## src/mbr_pkg.sv

```systemverilog
package mbr_pkg;

  localparam int STORE_BYTES    = 64;
  localparam int MAX_FIELD_BITS = 32;

  localparam int MODE_W   = 3;
  localparam int BYTE_W   = 8;
  localparam int COUNT_W  = 6;
  localparam int VALUE_W  = 32;
  localparam int STATUS_W = 2;
  localparam int HELD_W   = 10;

  localparam int RING_BITS = STORE_BYTES * BYTE_W;
  localparam int NBANK     = 8;
  localparam int BANK_W    = $clog2(NBANK);
  localparam int ROWS      = STORE_BYTES / NBANK;
  localparam int ROW_W     = (ROWS > 1) ? $clog2(ROWS) : 1;
  localparam int BADDR_W   = $clog2(STORE_BYTES);
  localparam int POS_W     = $clog2(RING_BITS);
  localparam int CNT_W     = $clog2(RING_BITS + 1);
  localparam int ADV_W     = $clog2(VALUE_W + 2);

  // bytes needed to cover a full-width field starting at any bit of a byte
  localparam int WIN_BYTES = (VALUE_W + BYTE_W - 1 + BYTE_W - 1) / BYTE_W;
  localparam int WIN_W     = WIN_BYTES * BYTE_W;

  typedef enum logic [MODE_W-1:0] {
    MODE_LOAD   = 3'd0,
    MODE_READ_U = 3'd1,
    MODE_READ_S = 3'd2,
    MODE_UNARY  = 3'd3,
    MODE_ALIGN  = 3'd4,
    MODE_SKIP   = 3'd5
  } mode_t;

  typedef enum logic [STATUS_W-1:0] {
    STAT_DONE  = 2'd0,
    STAT_UNDER = 2'd1,
    STAT_FULL  = 2'd2
  } status_t;

  typedef struct packed {
    logic [MODE_W-1:0]  mode;
    logic [BYTE_W-1:0]  byte_in;
    logic [COUNT_W-1:0] count;
    logic               stop_bit;
  } item_t;

  typedef struct packed {
    logic [VALUE_W-1:0] value;
    status_t            status;
    logic               wr_en;
    logic [BADDR_W-1:0] wr_addr;
    logic [POS_W-1:0]   pos_nxt;
    logic [CNT_W-1:0]   cnt_nxt;
  } exec_t;

endpackage

```

## src/mbr_in_if.sv

```systemverilog
interface mbr_in_if;
  import mbr_pkg::*;

  logic               valid;
  logic               ready;
  logic [MODE_W-1:0]  mode;
  logic [BYTE_W-1:0]  byte_in;
  logic [COUNT_W-1:0] count;
  logic               stop_bit;

  modport source (output valid, output mode, output byte_in, output count, output stop_bit,
                  input ready);
  modport sink (input valid, input mode, input byte_in, input count, input stop_bit,
                output ready);
endinterface

```

## src/mbr_out_if.sv

```systemverilog
interface mbr_out_if;
  import mbr_pkg::*;

  logic                valid;
  logic                ready;
  logic [VALUE_W-1:0]  value;
  logic [STATUS_W-1:0] status;
  logic [HELD_W-1:0]   bits_held;

  modport source (output valid, output value, output status, output bits_held, input ready);
  modport sink (input valid, input value, input status, input bits_held, output ready);
endinterface

```

## src/mbr_store.sv

```systemverilog
module mbr_store (
  input  logic                         clk,
  input  logic                         wr_en,
  input  logic [mbr_pkg::BADDR_W-1:0]  wr_addr,
  input  logic [mbr_pkg::BYTE_W-1:0]   wr_data,
  input  logic [mbr_pkg::BADDR_W-1:0]  rd_addr,
  output logic [mbr_pkg::WIN_W-1:0]    window
);
  import mbr_pkg::*;

  logic [BYTE_W-1:0] bank_mem [NBANK][ROWS];
  logic [BYTE_W-1:0] bank_q_r [NBANK];
  logic [ROW_W-1:0]  bank_row [NBANK];
  logic [BANK_W-1:0] rd_bank_r;
  logic [BANK_W-1:0] wr_bank;
  logic [BANK_W-1:0] rd_bank;
  logic [ROW_W-1:0]  wr_row;
  logic [ROW_W-1:0]  rd_row;
  logic [ROW_W-1:0]  rd_row_inc;

  // rd_addr is the byte under the read position in the next cycle
  assign wr_bank = wr_addr[BANK_W-1:0];
  assign wr_row  = ROW_W'(wr_addr >> BANK_W);
  assign rd_bank = rd_addr[BANK_W-1:0];
  assign rd_row  = ROW_W'(rd_addr >> BANK_W);

  // banks below the start bank hold the bytes that spill into the next row
  always_comb begin
    rd_row_inc = (rd_row == ROW_W'(ROWS - 1)) ? '0 : rd_row + 1'b1;
    for (int b = 0; b < NBANK; b++) begin
      bank_row[b] = (BANK_W'(b) >= rd_bank) ? rd_row : rd_row_inc;
    end
  end

  // a byte written in this cycle is forwarded into the window
  always_ff @(posedge clk) begin
    if (wr_en) begin
      bank_mem[wr_bank][wr_row] <= wr_data;
    end
    for (int b = 0; b < NBANK; b++) begin
      if (wr_en && wr_bank == BANK_W'(b) && wr_row == bank_row[b]) begin
        bank_q_r[b] <= wr_data;
      end else begin
        bank_q_r[b] <= bank_mem[b][bank_row[b]];
      end
    end
    rd_bank_r <= rd_bank;
  end

  always_comb begin
    for (int k = 0; k < WIN_BYTES; k++) begin
      window[WIN_W-1-k*BYTE_W -: BYTE_W] = bank_q_r[BANK_W'(rd_bank_r + BANK_W'(k))];
    end
  end

endmodule

```

## src/mbr_exec.sv

```systemverilog
module mbr_exec (
  input  mbr_pkg::item_t               item,
  input  logic [mbr_pkg::POS_W-1:0]    pos,
  input  logic [mbr_pkg::CNT_W-1:0]    held,
  input  logic [mbr_pkg::WIN_W-1:0]    window,
  output mbr_pkg::exec_t               res
);
  import mbr_pkg::*;

  mode_t              md;
  logic [COUNT_W-1:0] n_sat;
  logic [COUNT_W-1:0] lead;
  logic [2:0]         off;
  logic [2:0]         n_al;
  logic [WIN_W-1:0]   win_sh;
  logic [VALUE_W-1:0] top;
  logic [VALUE_W-1:0] rd_u;
  logic [VALUE_W-1:0] rd_s;
  logic [VALUE_W-1:0] al_val;
  logic [VALUE_W-1:0] lmask;
  logic [VALUE_W-1:0] vmask;
  logic [VALUE_W-1:0] match;
  logic               found;
  logic               fits;
  logic               al_fits;
  logic               full;
  logic [ADV_W-1:0]   adv;
  logic [POS_W:0]     pos_sum;
  logic [POS_W:0]     wr_sum;

  always_comb begin
    md      = mode_t'(item.mode);
    n_sat   = (item.count > COUNT_W'(MAX_FIELD_BITS)) ? COUNT_W'(MAX_FIELD_BITS) : item.count;
    off     = pos[2:0];
    n_al    = 3'd0 - off;
    win_sh  = window << off;
    top     = win_sh[WIN_W-1 -: VALUE_W];
    rd_u    = top >> (COUNT_W'(VALUE_W) - n_sat);
    rd_s    = (n_sat == '0) ? '0 : $unsigned($signed(top) >>> (COUNT_W'(VALUE_W) - n_sat));
    al_val  = top >> (COUNT_W'(VALUE_W) - COUNT_W'(n_al));
    fits    = CNT_W'(n_sat) <= held;
    al_fits = CNT_W'(n_al) <= held;
    full    = held > CNT_W'(RING_BITS - BYTE_W);

    // unary: first bit equal to the stop bit, inside both the limit and the buffered bits
    lmask = ~({VALUE_W{1'b1}} >> n_sat);
    vmask = (held >= CNT_W'(VALUE_W)) ? '1 : ~({VALUE_W{1'b1}} >> held);
    match = ~(top ^ {VALUE_W{item.stop_bit}}) & lmask & vmask;
    found = |match;
    lead  = '0;
    for (int i = 0; i < VALUE_W; i++) begin
      if (match[i]) begin
        lead = COUNT_W'(VALUE_W - 1 - i);
      end
    end

    wr_sum = {1'b0, pos} + (POS_W + 1)'(held);
    if (wr_sum >= (POS_W + 1)'(RING_BITS)) begin
      wr_sum = wr_sum - (POS_W + 1)'(RING_BITS);
    end

    res.value   = '0;
    res.status  = STAT_DONE;
    res.wr_en   = 1'b0;
    res.wr_addr = wr_sum[POS_W-1:3];
    adv         = '0;

    unique case (md) inside
      MODE_LOAD: begin
        if (full) begin
          res.status = STAT_FULL;
        end else begin
          res.wr_en = 1'b1;
        end
      end
      MODE_READ_U, MODE_READ_S: begin
        if (!fits) begin
          res.status = STAT_UNDER;
        end else begin
          res.value = (md == MODE_READ_S) ? rd_s : rd_u;
          adv       = ADV_W'(n_sat);
        end
      end
      MODE_UNARY: begin
        if (found) begin
          res.value = VALUE_W'(lead);
          adv       = ADV_W'(lead) + 1'b1;
        end else if (fits) begin
          res.value = VALUE_W'(n_sat);
          adv       = ADV_W'(n_sat);
        end else begin
          res.status = STAT_UNDER;
        end
      end
      MODE_ALIGN: begin
        if (!al_fits) begin
          res.status = STAT_UNDER;
        end else begin
          res.value = al_val;
          adv       = ADV_W'(n_al);
        end
      end
      MODE_SKIP: begin
        if (!fits) begin
          res.status = STAT_UNDER;
        end else begin
          adv = ADV_W'(n_sat);
        end
      end
      default: begin
      end
    endcase

    pos_sum = {1'b0, pos} + (POS_W + 1)'(adv);
    if (pos_sum >= (POS_W + 1)'(RING_BITS)) begin
      pos_sum = pos_sum - (POS_W + 1)'(RING_BITS);
    end
    res.pos_nxt = pos_sum[POS_W-1:0];
    res.cnt_nxt = res.wr_en ? held + CNT_W'(BYTE_W) : held - CNT_W'(adv);
  end

endmodule

```

## src/msb_first_bitstream_reader.sv

```systemverilog
// MSB-first bit reader over a 64-byte ring. Each beat on in_ch carries one command (load a byte,
// read 0..32 bits unsigned or sign-extended, unary count, align, skip) and yields exactly one
// beat on out_ch with the value, a status (done, underflow, store full) and the bits held after
// the command. Throughput is one command per cycle unless out_ch holds off ready; each command
// passes the input register, then the result register. The whole command resolves in one pass
// of a 40-bit barrel shift and a 32-bit leading-match detector; the store is eight byte banks
// read at the edge that sets the read position, so the five bytes under it are registered and
// ready in the next cycle. Refused commands leave the read position and the buffered count
// untouched. No clearing pass is needed after reset.
module msb_first_bitstream_reader (
  input logic      clk,
  input logic      rst_n,
  mbr_in_if.sink   in_ch,
  mbr_out_if.source out_ch
);
  import mbr_pkg::*;

  item_t              item_r;
  logic               item_vld_r;
  logic               item_vld_nxt;
  logic               out_vld_r;
  logic               out_vld_nxt;
  logic [VALUE_W-1:0] out_value_r;
  status_t            out_status_r;
  logic [HELD_W-1:0]  out_held_r;
  logic [POS_W-1:0]   pos_r;
  logic [CNT_W-1:0]   cnt_r;
  logic               in_accept;
  logic               fire;
  logic [BADDR_W-1:0] rd_addr_nxt;
  logic [WIN_W-1:0]   window;
  exec_t              ex;

  assign fire        = item_vld_r && (!out_vld_r || out_ch.ready);
  assign in_ch.ready = !item_vld_r || fire;
  assign in_accept   = in_ch.valid && in_ch.ready;

  assign rd_addr_nxt = !rst_n ? '0 :
                       fire   ? ex.pos_nxt[POS_W-1:3] : pos_r[POS_W-1:3];

  always_comb begin
    item_vld_nxt = item_vld_r;
    if (in_accept) begin
      item_vld_nxt = 1'b1;
    end else if (fire) begin
      item_vld_nxt = 1'b0;
    end
    out_vld_nxt = out_vld_r;
    if (fire) begin
      out_vld_nxt = 1'b1;
    end else if (out_ch.ready) begin
      out_vld_nxt = 1'b0;
    end
  end

  mbr_store u_store (
    .clk     (clk),
    .wr_en   (fire && ex.wr_en),
    .wr_addr (ex.wr_addr),
    .wr_data (item_r.byte_in),
    .rd_addr (rd_addr_nxt),
    .window  (window)
  );

  mbr_exec u_exec (
    .item   (item_r),
    .pos    (pos_r),
    .held   (cnt_r),
    .window (window),
    .res    (ex)
  );

  always_ff @(posedge clk) begin
    if (!rst_n) begin
      item_vld_r <= 1'b0;
      out_vld_r  <= 1'b0;
      pos_r      <= '0;
      cnt_r      <= '0;
    end else begin
      item_vld_r <= item_vld_nxt;
      out_vld_r  <= out_vld_nxt;
      if (fire) begin
        pos_r <= ex.pos_nxt;
        cnt_r <= ex.cnt_nxt;
      end
    end
  end

  always_ff @(posedge clk) begin
    if (in_accept) begin
      item_r.mode     <= in_ch.mode;
      item_r.byte_in  <= in_ch.byte_in;
      item_r.count    <= in_ch.count;
      item_r.stop_bit <= in_ch.stop_bit;
    end
    if (fire) begin
      out_value_r  <= ex.value;
      out_status_r <= ex.status;
      out_held_r   <= ex.cnt_nxt[HELD_W-1:0];
    end
  end

  assign out_ch.valid     = out_vld_r;
  assign out_ch.value     = out_value_r;
  assign out_ch.status    = out_status_r;
  assign out_ch.bits_held = out_held_r;

  a_cnt_bound: assert property (@(posedge clk) disable iff (!rst_n)
    cnt_r <= CNT_W'(RING_BITS))
    else $error("buffered bit count beyond ring size");

  a_load_grows: assert property (@(posedge clk) disable iff (!rst_n)
    (fire && ex.wr_en) |=> (cnt_r == $past(cnt_r) + CNT_W'(BYTE_W)))
    else $error("accepted load did not add one byte");

  a_refused_holds: assert property (@(posedge clk) disable iff (!rst_n)
    (fire && ex.status != STAT_DONE) |=> ($stable(pos_r) && $stable(cnt_r)))
    else $error("refused command changed state");

  a_held_matches: assert property (@(posedge clk) disable iff (!rst_n)
    out_vld_r |-> (out_held_r == cnt_r[HELD_W-1:0]))
    else $error("reported bits held disagrees with state");

endmodule

```

## src/flat_wrapper.sv

```systemverilog
// flat-port wrapper written by rule: the top's interface ports become plain ports
module msb_first_bitstream_reader_flat import mbr_pkg::*;
  (clk, rst_n, in_ch_valid, in_ch_mode, in_ch_byte_in, in_ch_count, in_ch_stop_bit, in_ch_ready, out_ch_valid, out_ch_value, out_ch_status, out_ch_bits_held, out_ch_ready);
  mbr_in_if in_ch_i ();
  mbr_out_if out_ch_i ();
  input logic clk;
  input logic rst_n;
  input wire logic [$bits(in_ch_i.valid)-1:0] in_ch_valid;
  input wire logic [$bits(in_ch_i.mode)-1:0] in_ch_mode;
  input wire logic [$bits(in_ch_i.byte_in)-1:0] in_ch_byte_in;
  input wire logic [$bits(in_ch_i.count)-1:0] in_ch_count;
  input wire logic [$bits(in_ch_i.stop_bit)-1:0] in_ch_stop_bit;
  output wire logic [$bits(in_ch_i.ready)-1:0] in_ch_ready;
  output wire logic [$bits(out_ch_i.valid)-1:0] out_ch_valid;
  output wire logic [$bits(out_ch_i.value)-1:0] out_ch_value;
  output wire logic [$bits(out_ch_i.status)-1:0] out_ch_status;
  output wire logic [$bits(out_ch_i.bits_held)-1:0] out_ch_bits_held;
  input wire logic [$bits(out_ch_i.ready)-1:0] out_ch_ready;
  assign in_ch_i.valid = in_ch_valid;
  assign in_ch_i.mode = in_ch_mode;
  assign in_ch_i.byte_in = in_ch_byte_in;
  assign in_ch_i.count = in_ch_count;
  assign in_ch_i.stop_bit = in_ch_stop_bit;
  assign in_ch_ready = in_ch_i.ready;
  assign out_ch_valid = out_ch_i.valid;
  assign out_ch_value = out_ch_i.value;
  assign out_ch_status = out_ch_i.status;
  assign out_ch_bits_held = out_ch_i.bits_held;
  assign out_ch_i.ready = out_ch_ready;
  msb_first_bitstream_reader u_core (.clk(clk), .rst_n(rst_n), .in_ch(in_ch_i), .out_ch(out_ch_i));
endmodule
```

## config.mk

```make
export PLATFORM = sky130hd
export DESIGN_NAME = msb_first_bitstream_reader_flat
export DESIGN_NICKNAME = d
export VERILOG_FILES = /design/src/mbr_pkg.sv /design/src/mbr_in_if.sv /design/src/mbr_out_if.sv /design/src/mbr_store.sv /design/src/mbr_exec.sv /design/src/msb_first_bitstream_reader.sv /design/src/flat_wrapper.sv
export SDC_FILE = /design/constraint.sdc
export NUM_CORES = 1
export LEC_CHECK = 0
export ABC_AREA = 1
export BUFFER_PORTS_ARGS = -buffer_cell sky130_fd_sc_hd__clkbuf_2
export CORE_MARGIN = 8
export CORE_UTILIZATION = 25
export DETAILED_ROUTE_END_ITERATION = 8
export HOLD_SLACK_MARGIN = 0.12
export PLACE_DENSITY = 0.36
export SETUP_SLACK_MARGIN = 0.1
export SYNTH_ARGS = -nofsm -noshare
export SYNTH_HDL_FRONTEND = slang
export SYNTH_SLANG_ARGS = --single-unit
export TNS_END_PERCENT = 30
```

## constraint.sdc

```tcl
create_clock -name clk -period 16.6 [get_ports clk]
set_input_delay 4.15 -clock clk [delete_from_list [all_inputs] [get_ports clk]]
set_output_delay 4.15 -clock clk [all_outputs]
set_load 0.05 [all_outputs]
```

==> out/qor.csv <==
stage,metric,value,unit
status,outcome,"finished, final reports clean",
clock_tree,clk_path_buf_depth,3,
setup_path,required,17180,ps
setup_path,rrSetupSlack,5070,ps
power_and_ir_drop,max-vdd-ir-drop,0.0000675,V
global_route,grt-ovfl-total,0,
setup_path,r2r_start,u_core.u_store.rd_bank_r[0],
global_route,grt_start_max_net_pins,67,
clock_tree,cts_tree,yes,
sta,worst_pin_slew,1270,ps
synth,postSynth.asyncResetShare,0,%
setup_path,critPathMaxFanout,66,
clock_tree,clock_sinks,662,
clock_tree,clkSlewWorstSetupHoldPaths,60,ps
sta,setup_tns,0,ps
global_route,use_met3,2.67,%
placement,post-place-ws,5170,ps
synth,synth-seq-cells,662,
routing,drt_pass1_iterations,6,
setup_path,crit_type,flip-flop to flip-flop,
global_route,grt_pass1_vias,28200,
floorplanning,start_util,25.1,%
run,drv_cap,0,
min_path,hold_path_depth,2,
sta,min_period,11530,ps
power_and_ir_drop,p_seq_share,39.0,%
sta,slew_violations,0,
sta,slew_headroom,15.4,%
layout,multi_input_area,13700,um^2
floorplanning,die_w,387,um
floorplanning,fp.coreArea,137000,um^2
setup_path,r2r_cells,43,
clock_tree,cts_hold_buf,0,
synth,synth_edf_count,574,
synth,synth_top_family_by_area,simple AND/OR/NAND/NOR gates,
global_route,grtUsageTotal,17.3,%
layout,mostFrequentLayoutCells,"1,039 x nand2_1, 574 x edfxtp_1, 418 x o21ai_0",
sta,grt_setup_unrepaired,false,
sta,setup_viol,0,
routing,routedWlPerCell,23.2,um
synth,synth-seq-area-share,55.1,%
synth,syn_nets,3960,
layout,fill_cells,14700,
synth,synthAdderAreaFrac,1.64,%
layout,syn_to_final_growth,14.4,%
global_route,grt_use_met1,23.3,%
synth,yosysUniqueCellTypes,65,
placement,place_congestion,0.925,
setup_path,critical_path.slowest_cell,o2111ai_1,
power_and_ir_drop,p_leak,0.0149,uW
clock_tree,htreeDepth,3,
sta,fmax,86.7,MHz
power_and_ir_drop,p_switching,1660,uW
floorplanning,ios,68,
synth,synth-main-ff-cell,edfxtp_1,
placement,hpwl,93300,um
synth,yosysWarnings,0,
sta,post-route-period-util,69.5,%
clock_tree,post_cts_buffers,0,
synth,syn_avg_cell_area,8.85,um^2
layout,nets,3988,
setup_path,crit_path_end_kind,flip-flop,
min_path,hp-class,flip-flop to flip-flop,
setup_path,startpoint_type,flip-flop,
global_route,met2_usage,28.4,%
power_and_ir_drop,p_total,4840,uW
setup_path,slowest_delay,1020,ps
routing,totalWireLength,134000,um
power_and_ir_drop,p_comb_share,24.7,%
clock_tree,cts_resized,0,
sta,finalHoldViolations,0,
clock_tree,root_buffer,clkbuf_16,
layout,ff_latch_area,19000,um^2
layout,final_common_cell,nand2_1,
min_path,worstHoldStart,u_core.pos_r[1],
synth,synthXorXnorAreaFrac,0.890,%
global_route,grt_pass1_wl,196000,um
placement,portBuffers,67,
power_and_ir_drop,switching_share,34.3,%
clock_tree,worstSkewPairLatency,700,ps
routing,drtIter0Drc,2527,
synth,synth_simple_gate_area_share,20.7,%
routing,drc_errors,0,
floorplanning,die-height,387,um
global_route,antenna_found_initial,7,
synth,synth.area.mux_share,0.962,%
global_route,grt_busiest_layer,met2,
power_and_ir_drop,p_per_area,123,nW/um^2
routing,ant_nets,0,
sta,finClkSkew,50.5,ps
routing,num_vias,28600,
layout,drive_above_1_share,8.15,%
floorplanning,dieArea,150000,um^2
power_and_ir_drop,p_int,3180,uW
clock_tree,numCtsBuffers,81,
setup_path,crit_top_cell,buf_4,
synth,syn-cell-area,34500,um^2
setup_path,r2r-end,u_core.u_store.bank_q_r[3][5],
routing,via_per_inst,4.95,
synth,syn_inst,3894,
min_path,hold_path_end,u_core.pos_r[1],
synth,synth_compound_area_share,15.3,%
floorplanning,rows,136,
setup_path,crit_arrival,12110,ps
sta,worst_slack,5070,ps
sta,whs,493,ps
power_and_ir_drop,clkPwrFrac,36.3,%
registers in the layout, summed over array words and instances, names as in the netlist:
name	count
u_core.u_store.bank_mem	512
u_core.u_store.bank_q_r	64
u_core.out_ch.value	32
u_core.item_r	18
u_core.cnt_r	10
u_core.out_ch.bits_held	10
u_core.pos_r	9
u_core.u_store.rd_bank_r	3
u_core.out_ch.status	2
u_core.item_vld_r	1
u_core.out_ch.valid	1
worst max-delay path by stage:
stage | from | end | slack, ps | depth (start not counted)
after detailed placement | u_core.u_store.rd_bank_r[0] | u_core.u_store.bank_q_r[3][5] | 5170 | 43
after global routing | u_core.u_store.rd_bank_r[0] | u_core.u_store.bank_q_r[3][5] | 3890 | 70
final | u_core.u_store.rd_bank_r[0] | u_core.u_store.bank_q_r[3][5] | 5070 | 43
after floorplan | out_ch_ready | u_core.u_store.bank_q_r[0][0] | 7670 | 20
after global placement | u_core.u_store.rd_bank_r[0] | u_core.u_store.bank_q_r[3][5] | 5220 | 43
after CTS | u_core.u_store.rd_bank_r[0] | u_core.u_store.bank_q_r[3][5] | 5160 | 43
metal layers:
| layer | part of all wire (%) | up-vias |
|---|---|---|
| met5 | 0.0097 | - |
| met4 | 3.1 | 2 |
| met1 | 45 | 13900 |
| met2 | 46 | 866 |
| li1 | - | 13700 |
| met3 | 5.2 | 202 |
per-stage QoR:
| step | cells | instance area [um^2] | util [%] |
|---|---|---|---|
| 6_report | 5782 | 39400 | 28.7 |
| 5_1_grt | 5780 | 39400 | 28.7 |
| 4_1_cts | 5780 | 39400 | 28.7 |
| 3_5_place_dp | 5633 | 36800 | 26.8 |
| 3_3_place_gp | 5633 | 36800 | 26.8 |
| 2_1_floorplan | 3894 | 34500 | - |
power by group through the flow:
stage / Sequential, uW / Combinational [uW] / Clock, uW
2_1_floorplan: 1940 / 732 / 0
3_3_place_gp: 1920 / 1200 / 0
3_5_place_dp: 1920 / 1180 / 0
4_1_cts: 1890 / 1190 / 1820
5_1_grt: 1890 / 1320 / 1880
6_report: 1890 / 1200 / 1760
cell usage after synthesis (5+ instances only):
cell type	number	area share, %
nand2_1	1039	11
edfxtp_1	574	50
o21ai_0	418	6.1
nor2_1	406	4.4
nand3_1	254	3.7
inv_1	230	2.5
a21oi_1	169	2.5
clkbuf_1	147	1.6
dfxtp_1	88	5.1
ha_1	42	1.5
o221ai_1	42	1.1
a311oi_1	41	1.0
o211ai_1	40	0.87
o22ai_1	40	0.73
mux2i_1	32	0.93
a31oi_1	29	0.53
xor2_1	25	0.64
buf_2	23	0.33
clkinv_1	22	0.24
nand4_1	22	0.40
o21ai_1	22	0.32
inv_2	18	0.20
o311ai_0	16	0.41
nor3_1	15	0.22
o2111ai_1	13	0.33
buf_1	11	0.12
a211oi_1	10	0.22
a221oi_1	9	0.23
nand2_2	8	0.15
o21ai_2	7	0.18
buf_6	6	0.20
or2_2	6	0.11
nor2_2	5	0.091
nor4_1	5	0.091
o32ai_1	5	0.13
xnor2_1	5	0.13
worst max-delay path, delay by kind of cell (launching register included):
family                     cells  cell delay [ps]
AOI/OAI and AO/OA             16             3860
xor gates and xnor gates       1              200
adders and majority gates      4             2090
buffers and inverters         13             3310
DFF                            1              310
and+or+nand+nor                9             1580
final cells by class:
| cell class | instances | area share, % |
|---|---|---|
| Clock inverter | 51 | 1.21 |
| Sequential cell | 662 | 48.2 |
| Antenna cell | 2 | 0.0127 |
| Timing Repair Buffer | 136 | 2.17 |
| Multi-Input combinational cell | 2771 | 34.7 |
| Tap cell | 1794 | 5.70 |
| Clock buffer | 96 | 5.44 |
| Inverter | 270 | 2.57 |
kinds of logic after synthesis:
family,Yosys count
AOI/OAI and AO/OA,891
xor gates and xnor gates,32
adders and majority gates,44
buffers and inverters,461
DFF,662
muxes,33
and+or+nand+nor,1771
Note: power is estimated with default switching activity, not from simulation.
